$ cat src/hw/rtl/dnd_ram.sv
`timescale 1ns / 1ps

module dnd_ram #(
	parameter int WIDTH = 8,
	parameter int DEPTH = 512
) (
	input  logic                     clk,
	input  logic                     we,
	input  logic [$clog2(DEPTH)-1:0] waddr,
	input  logic [WIDTH-1:0]         wdata,
	input  logic [$clog2(DEPTH)-1:0] raddr,
	output logic [WIDTH-1:0]         rdata
);

	logic [WIDTH-1:0] mem [DEPTH];
	logic [WIDTH-1:0] rdata_q;

	// One write port, one registered read port.
	always_ff @(posedge clk) begin
		if (we) begin
			mem[waddr] <= wdata;
		end
		rdata_q <= mem[raddr];
	end

	assign rdata = rdata_q;

endmodule

$ cat config.mk
export PLATFORM = sky130hd
export DESIGN_NAME = dnd_ram
export DESIGN_NICKNAME = d
export VERILOG_FILES = /design/src/hw/rtl/dnd_ram.sv
export SDC_FILE = /design/constraint.sdc
export NUM_CORES = 2
export LEC_CHECK = 0
export CORE_UTILIZATION = 58
export CTS_CLUSTER_DIAMETER = 40
export CTS_CLUSTER_SIZE = 40
export DETAILED_ROUTE_END_ITERATION = 6
export DONT_BUFFER_PORTS = 1
export HOLD_SLACK_MARGIN = 0.12
export PLACE_DENSITY_LB_ADDON = 0.3
export SETUP_SLACK_MARGIN = 0.15
export SLEW_MARGIN = 40
export SYNTH_ARGS = -nofsm -noshare
export SYNTH_HDL_FRONTEND = slang
export SYNTH_SLANG_ARGS = --single-unit
$ cat constraint.sdc
create_clock -name clk -period 3.1 [get_ports clk]
set_clock_uncertainty 0.2 [all_clocks]
set_input_delay 0.62 -clock clk [delete_from_list [all_inputs] [get_ports clk]]
set_output_delay 0.62 -clock clk [all_outputs]
set_load 0.05 [all_outputs]
==> metrics.yaml <==
initial_core_util_pct: 58.4
startpoint_type: "input pin"
ys_ff_latch: 4104
die_area_um2: 278000
comb_power_share_pct: 5.2
path_clk_slew_ns: 0.06
crit_top_cell: "buf_4"
ys_warn_count: 0
root_buffer: "clkbuf_16"
worst_slack_ns: -0.386
crit_arrival_ns: 4.19
min_period_ns: 3.49
netlist_instances: 8030
synth_top_area_cell: "edfxtp_1"
violations: "DRC, hold timing, slew limit, setup timing"
p_seq_share_pct: 48.7
fmax_mhz: 287
area_delta_synth_final_pct: 20.3
netlist.area_leader.share_pct: 76.9
syn_area_um2: 160000
ys_async_sr_fraction_pct: 0
gp_congestion: 0.885
stdcell_area_um2: 192000
whs_ns: -0.358
finalSetupViolCount: 8
drive_gt1_share_pct: 30.0
min_path_cells: 0
hold_start: "wdata[1]"
synth_ff_type: "edfxtp_1"
max_stage_delay_ns: 0.57
cts_tree: "done"
ir_drop_mv: 0.563
dpl-instance-area_um2: 171000
cellInternalPower_uw: 97600
path_cells: "or2_4, buf_12, buf_4, buf_8, buf_4, o221ai_1, a21oi_1, nor4_2, buf_4, nand4_1, nor4_2, buf_4, o2111a_1"
num_io_pins: 36
fill_cells: 15800
power_leakage_uw: 0.0644
holdPathEnd: "mem[265][1]"
routed_wl_um: 446000
rsz0062_at_grt: "yes"
relSlewSlack_pct: -3.14
chipWidth_um: 527
grt-ovfl-total: 0
finalMaxSlewViolations: 63
reg2reg_depth: 7
dp_hpwl_um: 230000
crit_fanout: 159
core_um2: 274000
cts_buffers: 469
power_density_nw_per_um2: 654
grt_usage_pct: 31.3
num_vias: 90100
synthTopCellsByCount: "4,096 x edfxtp_1, 797 x mux2i_1, 654 x mux4_2"
reg2reg_slack_ns: 0.15
clockBufferDepth: 4
yosysSeqAreaShare_pct: 77.0
port_buffers: 0
die_h_um: 527
clkLatencyLatePin_ns: 1.00
synthMostInstantiatedCell: "edfxtp_1"
synth_cell_types: 51
end_kind: "flip-flop"
grt_pass1_vias: 89700
grt_max_degree: 622
r2r-start: "mem[423][5]"
htree_num_levels: 5
synth-edff-count: 4096
post-place-ws_ns: -4.77
worstReg2RegEnd: "rdata[5]"
syn-num-nets: 8058
worst_pin_slew_ns: 1.55
slowest_stage: "or2_4"
rows: 192
wl_per_cell_um: 33.6
drt_pre_antenna_iters: 7
outcome: "finished with violations"
synth_area_leaders: "edfxtp_1 77%, mux4_2 9.2%, mux2i_1 5.0%"
ant_nets: 0
p_sw_share_pct: 22.5
fin_tns_setup_ns: -2.58
grt_pass1_wl_um: 627000
antenna_found_initial: 14
fin_crit_sh_pct: 112
hold_viol_final: 49
nets: 9305
drc: 1
numClockSinks: 4104
p_clk_share_pct: 46.2
p_sw_uw: 28300
synth_area_per_cell_um2: 19.9
drt_iter0_markers: 14000
via_per_inst: 6.78
path_class: "input pin to flip-flop"
cp_data_required_time_ns: 3.80
min_path_type: "input pin to flip-flop"
cap_violations: 0
[area by class of cell]
| type | instances | area [um^2] | share of cell area (%) |
|---|---|---|---|
| inverters | 3 | 18.8 | 0.00976 |
| multi-input cells | 3410 | 34800 | 18.1 |
| flip-flops and latches | 4104 | 123000 | 64.0 |
| clock inverters | 366 | 4610 | 2.40 |
| diodes | 5 | 12.5 | 0.00650 |
| well taps | 3589 | 4490 | 2.33 |
| repair buffers | 1289 | 13300 | 6.90 |
| clock buffers | 508 | 12000 | 6.22 |
[sequential cells by signal (all words and copies together) (netlist names)]
signal  cells
mem      4096
rdata       8
[power groups by stage]
stage          Clock [uW]  Combinational (uW)  Sequential, uW
2_1_floorplan           0                2910           62400
3_3_place_gp            0                4370           62500
3_5_place_dp            0                4450           62500
4_1_cts             58200                5100           61300
5_1_grt             60600                6640           61200
6_report            58100                6490           61300
[worst max-delay path, delay by kind of cell]
| kind | cells | cell delay (ns) |
|---|---|---|
| compound gates | 3 | 0.75 |
| buf+inv | 6 | 0.99 |
| simple gates | 4 | 1.43 |
[worst max-delay path by stage]
| stage | from | endpoint | slack (ns) |
|---|---|---|---|
| floorplan | raddr[0] | rdata[0] | 0.31 |
| global placement | raddr[0] | rdata[6] | -4.06 |
| detailed placement | raddr[0] | rdata[7] | -4.77 |
| CTS | raddr[0] | rdata[6] | -0.25 |
| global route | raddr[0] | rdata[6] | -0.37 |
| finish | raddr[2] | rdata[4] | -0.39 |
[cells in the final DEF, fill, tap and decap left out, types with 103 or more instances in the layout]
cell type  count
o22ai_1      142
buf_4       1068
edfxtp_1    4096
nor3_1       104
o221ai_1     321
mux4_2       654
nor2_1       595
clkbuf_16    486
mux2i_1      794
o21ai_0      103
a21oi_1      173
[kinds of logic after synthesis]
| family | synth area share, % |
|---|---|
| buffers and inverters | 1.85 |
| multiplexers | 14.2 |
| AO/OA/AOI/OAI | 4.31 |
| flip-flops | 77.0 |
| AND/OR/NAND/NOR | 2.63 |
[layer usage]
layer  track usage, %  share of wire (%)  vias up  wire length [um]
li1                 -                  -    36100                 -
met1             43.0                 36    46200            158000
met2             48.8                 47     6604            209000
met3             6.62                 12     1179             55300
met4             13.5                5.2       10             23000
met5                0              0.014        -                62
[timing repair]
item                                   4_1_cts  5_1_grt
endpoints found under the hold margin     3977     1378
buffers inserted                            66       12
setup endpoints to repair                    8        8
gates resized for setup                    175       26
gates cloned                                55       13
pin swaps                                   74       33
hold buffers                                 7       13
[per-stage QoR]
step	hold WS [ns]	util, %	instances	total power [uW]
after detailed placement	0.622	62.5	12200	66900
after global routing	-0.403	70.2	13300	128000
after CTS	-0.415	69.7	13200	125000
final	-0.358	70.2	13300	126000
after global placement	0.601	62.3	12200	66800
after floorplan	0.519	-	8030	65300
Power figures use the tool's default switching activity.
