[config.mk]
export PLATFORM = sky130hd
export DESIGN_NAME = dnd_emit
export DESIGN_NICKNAME = d
export VERILOG_FILES = /design/src/hw/rtl/dnd_pkg.sv /design/src/hw/rtl/dnd_emit.sv
export SDC_FILE = /design/constraint.sdc
export NUM_CORES = 1
export LEC_CHECK = 0
export BUFFER_PORTS_ARGS = -buffer_cell sky130_fd_sc_hd__buf_2
export CAP_MARGIN = 0
export CORE_MARGIN = 2
export CORE_UTILIZATION = 58
export CTS_CLUSTER_SIZE = 25
export DETAILED_ROUTE_END_ITERATION = 7
export PLACE_DENSITY = 0.86
export SKIP_LAST_GASP = 1
export SLEW_MARGIN = 20
export SYNTH_ARGS = -nofsm -noshare
export SYNTH_HDL_FRONTEND = slang
export SYNTH_SLANG_ARGS = --single-unit
[constraint.sdc]
create_clock -name clk -period 12.3 [get_ports clk]
set_input_delay 0.615 -clock clk [delete_from_list [all_inputs] [get_ports clk]]
set_output_delay 0.615 -clock clk [all_outputs]
set_load 0.01 [all_outputs]
[src/hw/rtl/dnd_pkg.sv]
`timescale 1ns / 1ps

package dnd_pkg;

	// Message buffer geometry.
	localparam int BUF_DEPTH = 512;
	localparam int BUF_AW    = $clog2(BUF_DEPTH);
	localparam int LEN_W     = $clog2(BUF_DEPTH + 1);

	// Pointer loop guard.
	localparam int MAX_JUMPS = 16;
	localparam int JMP_W     = $clog2(MAX_JUMPS + 1);

	// Decoded name buffer geometry.
	localparam int NAME_DEPTH = 256;
	localparam int NAME_AW    = $clog2(NAME_DEPTH);

	// Field widths.
	localparam int POS_W   = 14;
	localparam int CHUNK_N = 8;

	// Function codes of an input item.
	localparam logic [1:0] FN_APPEND  = 2'd0;
	localparam logic [1:0] FN_DECODE  = 2'd1;
	localparam logic [1:0] FN_NEW_MSG = 2'd2;

	// Wire format constants.
	localparam logic [1:0] PTR_MARK = 2'b11;
	localparam logic [7:0] DOT_CHAR = 8'h2E;

	typedef enum logic [1:0] {
		ST_OK       = 2'd0,
		ST_PAST_END = 2'd1,
		ST_TOO_LONG = 2'd2,
		ST_JUMPS    = 2'd3
	} status_t;

	typedef enum logic [2:0] {
		W_IDLE,
		W_CHECK,
		W_LEN,
		W_PTR,
		W_COPY,
		W_DONE
	} walk_state_t;

	typedef enum logic [1:0] {
		E_IDLE,
		E_FILL,
		E_OUT
	} emit_state_t;

	typedef struct packed {
		logic [1:0]       func;
		logic [7:0]       data_byte;
		logic [POS_W-1:0] name_offset;
	} in_item_t;

	typedef struct packed {
		logic [63:0] name_chars;
		logic [3:0]  char_count;
		logic        last;
		status_t     status;
	} out_item_t;

	// Handoff from the label walker to the chunk emitter.
	typedef struct packed {
		logic               start;
		status_t            status;
		logic [NAME_AW-1:0] name_len;
	} walk_done_t;

endpackage

[src/hw/rtl/dnd_emit.sv]
`timescale 1ns / 1ps

module dnd_emit (
	input  logic                        clk,
	input  logic                        arst_n,
	input  dnd_pkg::walk_done_t         done,
	output logic [dnd_pkg::NAME_AW-1:0] name_raddr,
	input  logic [7:0]                  name_rdata,
	output logic                        out_valid,
	input  logic                        out_stall,
	output dnd_pkg::out_item_t          out_data,
	output logic                        busy
);

	import dnd_pkg::*;

	emit_state_t        state_q, state_d;
	logic [NAME_AW-1:0] len_q, len_d;
	logic [NAME_AW-1:0] idx_q, idx_d;
	logic [3:0]         iss_q, iss_d;
	logic [3:0]         got_q, got_d;
	logic               pend_q, pend_d;
	logic [63:0]        word_q, word_d;
	logic               last_q, last_d;
	status_t            status_q, status_d;
	logic               issue;

	// A read goes out while the chunk has room and the name has bytes left.
	assign issue = (state_q == E_FILL) && (iss_q != 4'(CHUNK_N)) && (idx_q != len_q);

	always_ff @(posedge clk or negedge arst_n) begin
		if (!arst_n) begin
			state_q <= E_IDLE;
			pend_q  <= 1'b0;
		end else begin
			state_q <= state_d;
			pend_q  <= pend_d;
		end
	end

	always_ff @(posedge clk) begin
		len_q    <= len_d;
		idx_q    <= idx_d;
		iss_q    <= iss_d;
		got_q    <= got_d;
		word_q   <= word_d;
		last_q   <= last_d;
		status_q <= status_d;
	end

	// Chunk assembly and output handshake.
	always_comb begin
		state_d    = state_q;
		len_d      = len_q;
		idx_d      = idx_q;
		iss_d      = iss_q;
		got_d      = got_q;
		pend_d     = 1'b0;
		word_d     = word_q;
		last_d     = last_q;
		status_d   = status_q;
		name_raddr = idx_q;

		unique case (state_q)
			E_IDLE: begin
				if (done.start) begin
					status_d = done.status;
					len_d    = done.name_len;
					idx_d    = '0;
					iss_d    = '0;
					got_d    = '0;
					word_d   = '0;
					last_d   = 1'b1;
					// Errors and the empty name give one blank final item.
					if (done.status != ST_OK || done.name_len == '0) begin
						state_d = E_OUT;
					end else begin
						state_d = E_FILL;
					end
				end
			end
			E_FILL: begin
				if (issue) begin
					idx_d = idx_q + NAME_AW'(1);
					iss_d = iss_q + 4'd1;
				end
				pend_d = issue;
				if (pend_q) begin
					word_d[got_q[2:0]*8 +: 8] = name_rdata;
					got_d                     = got_q + 4'd1;
				end
				if (!pend_q && !issue) begin
					last_d  = (idx_q == len_q);
					state_d = E_OUT;
				end
			end
			E_OUT: begin
				if (!out_stall) begin
					if (last_q) begin
						state_d = E_IDLE;
					end else begin
						iss_d   = '0;
						got_d   = '0;
						word_d  = '0;
						state_d = E_FILL;
					end
				end
			end
			default: begin
				state_d = E_IDLE;
			end
		endcase
	end

	assign out_valid           = (state_q == E_OUT);
	assign out_data.name_chars = word_q;
	assign out_data.char_count = got_q;
	assign out_data.last       = last_q;
	assign out_data.status     = status_q;
	assign busy                = (state_q != E_IDLE);

endmodule

==> metrics.md <==
| Metric | Value |
|---|---|
| Pwr Density | `226 nW/um2` |
| Max-Cap Viols | `0` |
| Pleak | `2.23 nW` |
| Syn nets | `414` |
| DRC Markers | `0` |
| Yosys top cell by area | `edfxtp_1` |
| CTS Hold Buffers Added | `0` |
| Clock Path Buffers | `2` |
| Share of cells above drive strength 1 | `0.266` |
| CP Buf/Inv Count | `1` |
| Slowest cell delay on critical path | `0.82 ns` |
| Pins over their slew limit | `0` |
| Reg area | `2810 um2` |
| Crit Path Category | `flop to flop` |
| I/O pin count | `103` |
| Die ar. | `8560 um2` |
| Seq/Total Area, Yosys | `0.618` |
| Routability cong. | `0.868` |
| VDD IR-drop max | `0.172 mV` |
| RSZ-0062 raised after global routing | `false` |
| Mapped Area | `4540 um2` |
| Worst path slowest cell | `edfxtp_1` |
| Synth area leaders | `edfxtp_1, mux2i_1, nor2_1` |
| FF+latch count, synth | `94` |
| Post-CTS sizing | `0` |
| Fill count | `553` |
| Commonest non-fill, non-tap cell in the layout | `buf_2` |
| Initial antenna violation count | `0` |
| Final ANT Viol Nets | `0` |
| Part of the cycle the worst path needs | `0.244` |
| Crit path required time | `12.40 ns` |
| Synth warn | `0` |
| CP cell instances | `inv_2 > ha_1 > ha_1 > and2b_1 > and3b_1 > mux2i_1 > nor2_1` |
| Setup TNS Final | `0 ns` |
| Most used cell along the critical path | `ha_1` |
| Initial Util | `0.594` |
| Syn avg cell area | `11.8 um2` |
| Core area | `7650 um2` |
| Die Span Y | `92.5 um` |
| Multi-input gate area | `1640 um2` |
| Crit. End Element | `flop` |
| GRT Util Overall | `0.244` |
| Vias in the first global route | `3183` |
| Final Hold Viols | `0` |
| Worst rel slew slack | `0.414` |
| Yosys top cell area share | `0.601` |
| Die X | `92.5 um` |
| First-pass GRT wire length | `16000 um` |
| Hold WC Path Type | `input pin to asynchronous set/reset pin` |
| Root buf cell | `clkbuf_8` |
| Post-synth EDFFs | `91` |
| # rows | `32` |
| Via density | `5.72` |
| Tmin final | `3.00 ns` |
| Slew at the pin with the worst max-slew slack | `0.878 ns` |
| Async S/R FF share, synth | `0.0319` |
| Routed wire per std cell | `17.4 um` |
| Nets | `512` |
| R2R Setup Slk | `9.30 ns` |
| Cells after DPL | `574` |
| Crit path max-delay family | `flip-flops` |
| FF-to-FF Start | `got_q[0]$_SDFFCE_PP0P_` |
| Fmax | `0.333 GHz` |
| N_diodes | `0` |
| Max FO, Critical Path | `24` |
| Synth Flop Type | `edfxtp_1` |
| CTS H-Tree Depth | `3` |
| Crit start category | `flop` |
| RR Endpoint | `word_q[32]$_SDFFCE_PP0P_` |
| Post-Synthesis Cells | `385` |
| Pin count of the biggest net entering global routing | `79` |
| Initial drt markers | `230` |
| Worst R2R Path Depth | `7` |
| Num Clock Sinks | `94` |
| Arrival time at the worst endpoint | `3.11 ns` |
| Area Overhead vs Synth | `17.3%` |
| Detailed-route via count | `3374` |
| Setup violators final | `0` |
| Num CTS Buffers | `9` |
| Post-CTS setup buffer count | `0` |
| CTS tree | `done` |
| Clock Skew | `0.0125 ns` |
| Routed WL | `10300 um` |
| DRT Pass-1 Iters | `4` |
| Commonest cells after routing, fill and taps aside | `buf_2, edfxtp_1, nor2_1` |
| Clock Latency Late Sink | `0.37 ns` |
| IO buf count | `102` |
| Yosys cell types | `37` |
| Status | `finished, final reports clean` |
| HPWL Detailed | `7030 um` |
| Clk slew on worst S/H paths | `0.10 ns` |
| Post-Layout Cell Count | `590` |
| Grt total ovfl | `0` |
[worst reg2reg max path, cell delays in order (launching register included)]
cell      delay, ns
edfxtp_1       0.82
inv_2          0.16
ha_1           0.28
ha_1           0.42
and2b_1        0.23
and3b_1        0.49
mux2i_1        0.29
nor2_1         0.06
[synthesized netlist by cell type (all sizes together) (5+ instances only)]
cell    number
nor4         5
and2        11
nand2       28
buf          8
xor2        14
edfxtp      91
nor2        77
clkbuf       9
a21oi       32
nand3b       6
inv          7
nand3       23
ha           7
mux2i       34
[final cells by class]
cell class	instances	area share
clock inverters	6	0.0131
flip-flops and latches	94	0.527
inverters	7	0.00493
multi-input cells	267	0.309
repair buffers	104	0.0986
well taps	102	0.0239
clock buffers	10	0.0239
[report_power, final]
group	switching (mW)	leakage, nW	internal, mW
combinational	0.282	1.21	0.157
clock	0.114	0.0895	0.0954
sequential	0.0698	0.930	0.487
[routing by layer]
| metal | share of wire | vias up | track usage |
|---|---|---|---|
| met5 | 0 | - | 0 |
| met4 | 0.025 | 0 | 0.114 |
| met3 | 0.082 | 20 | 0.0456 |
| met2 | 0.50 | 165 | 0.397 |
| met1 | 0.40 | 1611 | 0.318 |
| li1 | - | 1578 | - |
[sequential cells by signal, summed over array words and instances (netlist names)]
signal / flops
word_q: 64
len_q: 8
name_raddr: 8
got_q: 4
iss_q: 4
state_q: 2
status_q: 2
last_q: 1
pend_q: 1
[cells by family (layout without fill, tap and decap cells)]
family,Yosys count,count (layout),share of synthesized area
DFF,94,94,0.618
and+or+nand+nor,168,168,0.179
xor gates and xnor gates,18,18,0.0347
buffers and inverters,24,127,0.0231
muxes,34,34,0.0749
adders and majority gates,7,7,0.0193
AOI/OAI and AO/OA,40,40,0.0507
[how the worst max path moves through the flow]
stage,start,end,slack [ns],depth (start not counted)
finish,got_q[0]$_SDFFCE_PP0P_,word_q[32]$_SDFFCE_PP0P_,9.30,7
global route,got_q[0]$_SDFFCE_PP0P_,word_q[35]$_SDFFCE_PP0P_,9.10,7
CTS,got_q[0]$_SDFFCE_PP0P_,word_q[35]$_SDFFCE_PP0P_,9.33,7
detailed placement,got_q[0]$_SDFFCE_PP0P_,word_q[35]$_SDFFCE_PP0P_,9.35,7
global placement,got_q[0]$_SDFFCE_PP0P_,word_q[34]$_SDFFCE_PP0P_,9.55,7
floorplan,out_stall,got_q[0]$_SDFFCE_PP0P_,6.09,3
[metrics by stage]
stage	area, um2	util	worst slack [ns]	power (mW)	hold slack [ns]
2_1_floorplan	4540	-	6.09	0.856	0.319
3_3_place_gp	5130	0.671	9.55	0.977	0.411
3_5_place_dp	5130	0.671	9.35	1.00	0.412
4_1_cts	5330	0.697	9.33	1.20	0.0205
5_1_grt	5330	0.697	9.10	1.27	0.0272
6_report	5330	0.697	9.30	1.21	0.0191
No activity file was read; power rests on OpenSTA's default activity.
