**config.mk**
```make
export PLATFORM = sky130hd
export DESIGN_NAME = dnd_walk
export DESIGN_NICKNAME = d
export VERILOG_FILES = /design/src/hw/rtl/dnd_pkg.sv /design/src/hw/rtl/dnd_walk.sv
export SDC_FILE = /design/constraint.sdc
export NUM_CORES = 1
export LEC_CHECK = 0
export BUFFER_PORTS_ARGS = -buffer_cell sky130_fd_sc_hd__buf_2
export CELL_PAD_IN_SITES_DETAIL_PLACEMENT = 0
export CELL_PAD_IN_SITES_GLOBAL_PLACEMENT = 2
export CORE_ASPECT_RATIO = 1.75
export CORE_MARGIN = 2
export CORE_UTILIZATION = 30
export DETAILED_ROUTE_END_ITERATION = 10
export PLACE_DENSITY = 0.86
export SYNTH_ARGS = -nofsm -noshare
export SYNTH_HDL_FRONTEND = slang
export SYNTH_SLANG_ARGS = --single-unit
```
**constraint.sdc**
```tcl
create_clock -name clk -period 4.7 [get_ports clk]
set_input_delay 0 -clock clk [delete_from_list [all_inputs] [get_ports clk]]
set_output_delay 0 -clock clk [all_outputs]
set_load 0.02 [all_outputs]
```
**src/hw/rtl/dnd_pkg.sv**
```systemverilog
`timescale 1ns / 1ps

package dnd_pkg;

	// Message buffer geometry.
	localparam int BUF_DEPTH = 512;
	localparam int BUF_AW    = $clog2(BUF_DEPTH);
	localparam int LEN_W     = $clog2(BUF_DEPTH + 1);

	// Pointer loop guard.
	localparam int MAX_JUMPS = 16;
	localparam int JMP_W     = $clog2(MAX_JUMPS + 1);

	// Decoded name buffer geometry.
	localparam int NAME_DEPTH = 256;
	localparam int NAME_AW    = $clog2(NAME_DEPTH);

	// Field widths.
	localparam int POS_W   = 14;
	localparam int CHUNK_N = 8;

	// Function codes of an input item.
	localparam logic [1:0] FN_APPEND  = 2'd0;
	localparam logic [1:0] FN_DECODE  = 2'd1;
	localparam logic [1:0] FN_NEW_MSG = 2'd2;

	// Wire format constants.
	localparam logic [1:0] PTR_MARK = 2'b11;
	localparam logic [7:0] DOT_CHAR = 8'h2E;

	typedef enum logic [1:0] {
		ST_OK       = 2'd0,
		ST_PAST_END = 2'd1,
		ST_TOO_LONG = 2'd2,
		ST_JUMPS    = 2'd3
	} status_t;

	typedef enum logic [2:0] {
		W_IDLE,
		W_CHECK,
		W_LEN,
		W_PTR,
		W_COPY,
		W_DONE
	} walk_state_t;

	typedef enum logic [1:0] {
		E_IDLE,
		E_FILL,
		E_OUT
	} emit_state_t;

	typedef struct packed {
		logic [1:0]       func;
		logic [7:0]       data_byte;
		logic [POS_W-1:0] name_offset;
	} in_item_t;

	typedef struct packed {
		logic [63:0] name_chars;
		logic [3:0]  char_count;
		logic        last;
		status_t     status;
	} out_item_t;

	// Handoff from the label walker to the chunk emitter.
	typedef struct packed {
		logic               start;
		status_t            status;
		logic [NAME_AW-1:0] name_len;
	} walk_done_t;

endpackage

```
**src/hw/rtl/dnd_walk.sv**
```systemverilog
`timescale 1ns / 1ps

module dnd_walk (
	input  logic                        clk,
	input  logic                        arst_n,
	input  logic                        in_valid,
	output logic                        in_stall,
	input  dnd_pkg::in_item_t           in_data,
	input  logic [7:0]                  name_limit,
	input  logic                        emit_busy,
	output logic                        msg_we,
	output logic [dnd_pkg::BUF_AW-1:0]  msg_waddr,
	output logic [7:0]                  msg_wdata,
	output logic [dnd_pkg::BUF_AW-1:0]  msg_raddr,
	input  logic [7:0]                  msg_rdata,
	output logic                        name_we,
	output logic [dnd_pkg::NAME_AW-1:0] name_waddr,
	output logic [7:0]                  name_wdata,
	output dnd_pkg::walk_done_t         done
);

	import dnd_pkg::*;

	walk_state_t        state_q, state_d;
	logic [POS_W-1:0]   rp_q, rp_d;
	logic [LEN_W-1:0]   ml_q, ml_d;
	logic [JMP_W-1:0]   jc_q, jc_d;
	logic [NAME_AW-1:0] nl_q, nl_d;
	logic [7:0]         len_q, len_d;
	logic [7:0]         cnt_q, cnt_d;
	status_t            status_q, status_d;

	logic [POS_W:0]     pos_ext;
	logic [POS_W:0]     ml_ext;
	logic [POS_W:0]     label_end;
	logic [POS_W:0]     ptr_end;
	logic [9:0]         grown;
	logic [POS_W-1:0]   rp_inc;
	logic               in_acc;

	// Bounds and length arithmetic on the byte just read.
	assign pos_ext   = {1'b0, rp_q};
	assign ml_ext    = (POS_W + 1)'(ml_q);
	assign label_end = pos_ext + (POS_W + 1)'(msg_rdata) + (POS_W + 1)'(1);
	assign ptr_end   = pos_ext + (POS_W + 1)'(2);
	assign grown     = 10'(nl_q) + 10'(msg_rdata) + 10'(nl_q != '0);
	assign rp_inc    = rp_q + POS_W'(1);
	assign in_acc    = in_valid && !in_stall;

	// State register and walk registers.
	always_ff @(posedge clk or negedge arst_n) begin
		if (!arst_n) begin
			state_q  <= W_IDLE;
			ml_q     <= '0;
			rp_q     <= '0;
			jc_q     <= '0;
			nl_q     <= '0;
			status_q <= ST_OK;
		end else begin
			state_q  <= state_d;
			ml_q     <= ml_d;
			rp_q     <= rp_d;
			jc_q     <= jc_d;
			nl_q     <= nl_d;
			status_q <= status_d;
		end
	end

	always_ff @(posedge clk) begin
		len_q <= len_d;
		cnt_q <= cnt_d;
	end

	// Next state, memory accesses and handoff.
	always_comb begin
		state_d    = state_q;
		rp_d       = rp_q;
		ml_d       = ml_q;
		jc_d       = jc_q;
		nl_d       = nl_q;
		len_d      = len_q;
		cnt_d      = cnt_q;
		status_d   = status_q;
		msg_we     = 1'b0;
		msg_waddr  = ml_q[BUF_AW-1:0];
		msg_wdata  = in_data.data_byte;
		msg_raddr  = rp_q[BUF_AW-1:0];
		name_we    = 1'b0;
		name_waddr = nl_q;
		name_wdata = msg_rdata;
		done       = '0;
		// A new decode waits until the previous name has been sent out.
		in_stall   = (state_q != W_IDLE) || (emit_busy && in_data.func == FN_DECODE);

		unique case (state_q)
			W_IDLE: begin
				if (in_acc) begin
					case (in_data.func)
						FN_APPEND: begin
							if (ml_q < LEN_W'(BUF_DEPTH)) begin
								msg_we = 1'b1;
								ml_d   = ml_q + LEN_W'(1);
							end
						end
						FN_DECODE: begin
							rp_d    = in_data.name_offset;
							jc_d    = '0;
							nl_d    = '0;
							state_d = W_CHECK;
						end
						FN_NEW_MSG: begin
							ml_d = '0;
						end
						default: begin
						end
					endcase
				end
			end
			W_CHECK: begin
				// Reading at or past the end closes the name normally.
				if (pos_ext >= ml_ext) begin
					status_d = ST_OK;
					state_d  = W_DONE;
				end else begin
					state_d = W_LEN;
				end
			end
			W_LEN: begin
				len_d = msg_rdata;
				if (msg_rdata == 8'd0) begin
					status_d = ST_OK;
					state_d  = W_DONE;
				end else if (msg_rdata[7:6] == PTR_MARK) begin
					if (ptr_end > ml_ext) begin
						status_d = ST_PAST_END;
						state_d  = W_DONE;
					end else if (jc_q >= JMP_W'(MAX_JUMPS)) begin
						status_d = ST_JUMPS;
						state_d  = W_DONE;
					end else begin
						jc_d      = jc_q + JMP_W'(1);
						msg_raddr = rp_inc[BUF_AW-1:0];
						state_d   = W_PTR;
					end
				end else if (label_end > ml_ext) begin
					status_d = ST_PAST_END;
					state_d  = W_DONE;
				end else if (grown >= 10'(name_limit)) begin
					status_d = ST_TOO_LONG;
					state_d  = W_DONE;
				end else begin
					// Join with a dot, then start streaming the label bytes.
					if (nl_q != '0) begin
						name_we    = 1'b1;
						name_wdata = DOT_CHAR;
						nl_d       = nl_q + NAME_AW'(1);
					end
					msg_raddr = rp_inc[BUF_AW-1:0];
					rp_d      = rp_q + POS_W'(2);
					cnt_d     = msg_rdata - 8'd1;
					state_d   = W_COPY;
				end
			end
			W_PTR: begin
				rp_d    = {len_q[5:0], msg_rdata};
				state_d = W_CHECK;
			end
			W_COPY: begin
				// One label byte arrives and one more is requested each cycle.
				name_we = 1'b1;
				nl_d    = nl_q + NAME_AW'(1);
				if (cnt_q != 8'd0) begin
					rp_d  = rp_inc;
					cnt_d = cnt_q - 8'd1;
				end else begin
					state_d = W_CHECK;
				end
			end
			W_DONE: begin
				done.start    = 1'b1;
				done.status   = status_q;
				done.name_len = nl_q;
				state_d       = W_IDLE;
			end
			default: begin
				state_d = W_IDLE;
			end
		endcase
	end

endmodule

```
==> metrics.yaml <==
global_route:
  grt_pass1_vias: 5577
  antenna_found_initial: 0
  grt_usage: 0.211
  grt_pass1_wl_um: 32000
  gr-total-overflow: 0
  grt_max_degree: 43
finish:
  fin_util: 0.367
  fin_cells: 1014
  syn_to_final_growth_pct: 20.0
  layout-drive-gt1-share: 0.228
  fin_nets: 882
  fillers: 2018
  antenna_cells: 0
logic_synthesis:
  ys_top_cells_by_area: "dfrtp_1, ha_1, edfxtp_1, nor2_1, xor2_1"
  async_flop_share: 0.750
  avgSynthCellArea_um2: 8.36
  yosys.area.top_type: "dfrtp_1"
  ys_seq_area_frac: 0.258
  synthesis.area_mm2: 0.00571
  synth_cells: 683
  yosysWarnings: 0
  synth_edf_count: 14
  synth_top_area_frac: 0.184
  synth_commonest_cells: "ha_1, nor2_1, nand2_1, dfrtp_1, a21oi_1"
  ys_types: 67
  synth-seq-cells: 56
  ys.flop_type: "dfrtp_1"
  synth_nets: 790
power_and_ir_drop:
  p_per_area_mw_per_mm2: 638
  ir_drop_v: 0.000220
  leakagePower_uw: 0.00312
die:
  initial_core_util: 0.306
  coreArea_mm2: 0.0187
  die_w_um: 108
  die-area_mm2: 0.0202
  num_rows: 66
  die_h_um: 187
  ios: 100
place:
  dp_slack_ns: 0.0693
  gp_congestion: 0.927
  port_buffers: 83
  dp_hpwl_um: 16700
  placed_cells: 1002
routing:
  vias_per_cell: 5.46
  ant_nets: 0
  dr.first_iter.drc_count: 310
  drc: 0
  wl_um: 21100
  drt-pass1-iter-count: 5
  vias: 5534
  wire_per_inst_um: 20.8
clocking:
  cts_buffers: 5
  clk-insertion-delay-late_ns: 0.32
  htreeDepth: 2
  clk_pin_slew_ns: 0.08
  cts-root-buf: "clkbuf_16"
  cts_tree: "done"
  clockBufferDepth: 2
  clock-sinks: 56
timing:
  fin_crit_ns: 4.56
  hold_viol_final: 0
  finalSetupTns_ns: 0
  tightest_slew_ns: 0.817
  post-route-period-util: 0.970
  fmax_ghz: 0.219
  skew_ns: 0.0116
  finalHoldWorstSlack_ns: 0.00000882
  setup_slack_ns: 0.139
  rsz0062_at_grt: "true"
  drv_slew: 0
  finalSetupViolCount: 0
  relSlewSlack: 0.453
setup_path:
  crit_path_start_kind: "register"
  crit_fanout: 8
  crit_type: "reg2out"
  crit_arrival_ns: 4.56
  worst_setup_path_end_kind: "output port"
  critPathRequiredTime_ns: 4.70
worst_hold_path:
  hp-class: "in2out"
outcome:
  status: "finished clean"
flow_run:
  max_cap_violations: 0
[where the power goes]
group | switching [uW] | leakage [uW] | internal [uW] | total [uW]
Clock | 202 | 0.0000823 | 231 | 432
Sequential | 179 | 0.000676 | 670 | 849
Combinational | 1830 | 0.00236 | 1260 | 3090
Total | 2210 | 0.00312 | 2160 | 4370
[layout by cell type, fill, tap and decap left out, types with 6 or more instances in the layout]
cell type	count
buf_2	79
nor2_1	60
ha_1	60
buf_4	52
nand2_1	48
dfrtp_1	41
a21oi_1	39
o21ai_0	34
inv_1	32
nand3_1	25
xor2_1	25
xnor2_1	23
mux2i_1	17
nor3_1	16
edfxtp_1	14
and3_1	13
nor2b_1	12
nand2b_1	12
a21o_1	11
o21a_1	8
or2_2	8
o22ai_1	8
o31ai_1	7
nor4_1	7
nand4_1	6
or3_1	6
a21boi_0	6
a211oi_1	6
clkbuf_16	6
[area by class of cell]
class	instances	area (um2)	area share
flip-flops and latches	56	1470	0.215
clock buffers	6	150	0.0219
inverters	32	120	0.0175
repair buffers	133	806	0.118
clock inverters	2	11.3	0.00164
well taps	238	298	0.0434
multi-input cells	547	4000	0.583
[metal layers]
layer	track usage	vias to the layer above	share of wire
met5	0	-	0
met4	0.147	0	0.072
met3	0.0234	60	0.045
met2	0.381	192	0.53
met1	0.222	2650	0.36
li1	-	2632	-
[timing repair]
| action | CTS | global route |
|---|---|---|
| endpoints found under the hold margin | 43 | 0 |
| pin swaps | 1 | 9 |
| gates resized for setup | 11 | 21 |
| buffers inserted | 0 | 2 |
| endpoints found under the setup margin | 6 | 24 |
| hold buffers | 2 | 0 |
[metrics by stage]
step	power, uW	cell area (um2)
detailed placement	3780	6520
CTS	4290	6750
floorplan	2840	5720
global placement	3750	6520
global route	4700	6850
finish	4370	6850
[registers in the layout, summed over array words and instances, names as in the netlist]
name and cells:
status_q 2, len_q 6, jc_q 5, rp_q 14, cnt_q 8, state_q 3, ml_q 10, name_waddr 8
[worst max-delay path: stages, from the launching register on]
cell      delay [ns]
dfrtp_1         0.39
ha_1            0.28
a21o_1          0.19
or3_1           0.33
o211ai_1        0.20
a21boi_0        0.13
xor2_1          0.16
ha_1            0.22
or3_1           0.38
a2111o_1        0.38
a311oi_2        0.27
o311ai_4        0.16
nor4_4          0.19
buf_4           0.16
a21oi_4         0.10
o31ai_1         0.38
o31ai_4         0.13
buf_4           0.18
[kinds of logic after synthesis]
group / Yosys count / share of synthesized area
and+or+nand+nor: 236 / 0.210
buffers and inverters: 80 / 0.0655
muxes: 27 / 0.0515
DFF: 56 / 0.258
xor gates and xnor gates: 48 / 0.0736
adders and majority gates: 63 / 0.142
AOI/OAI and AO/OA: 173 / 0.200
[path summary, 6_finish.rpt]
kind	start	end	slack [ns]	depth (start not counted)
min in group asynchronous	arst_n	rp_q[13]	0.29	3
min reg2reg	jc_q[1]	jc_q[1]	0.54	2
max in group asynchronous	arst_n	rp_q[1]	3.94	3
min	in_data[20]	msg_wdata[6]	0.000009	0
max	rp_q[6]	msg_raddr[8]	0.14	17
max reg2reg	rp_q[6]	rp_q[3]	0.24	16
Power figures use the tool's default switching activity.
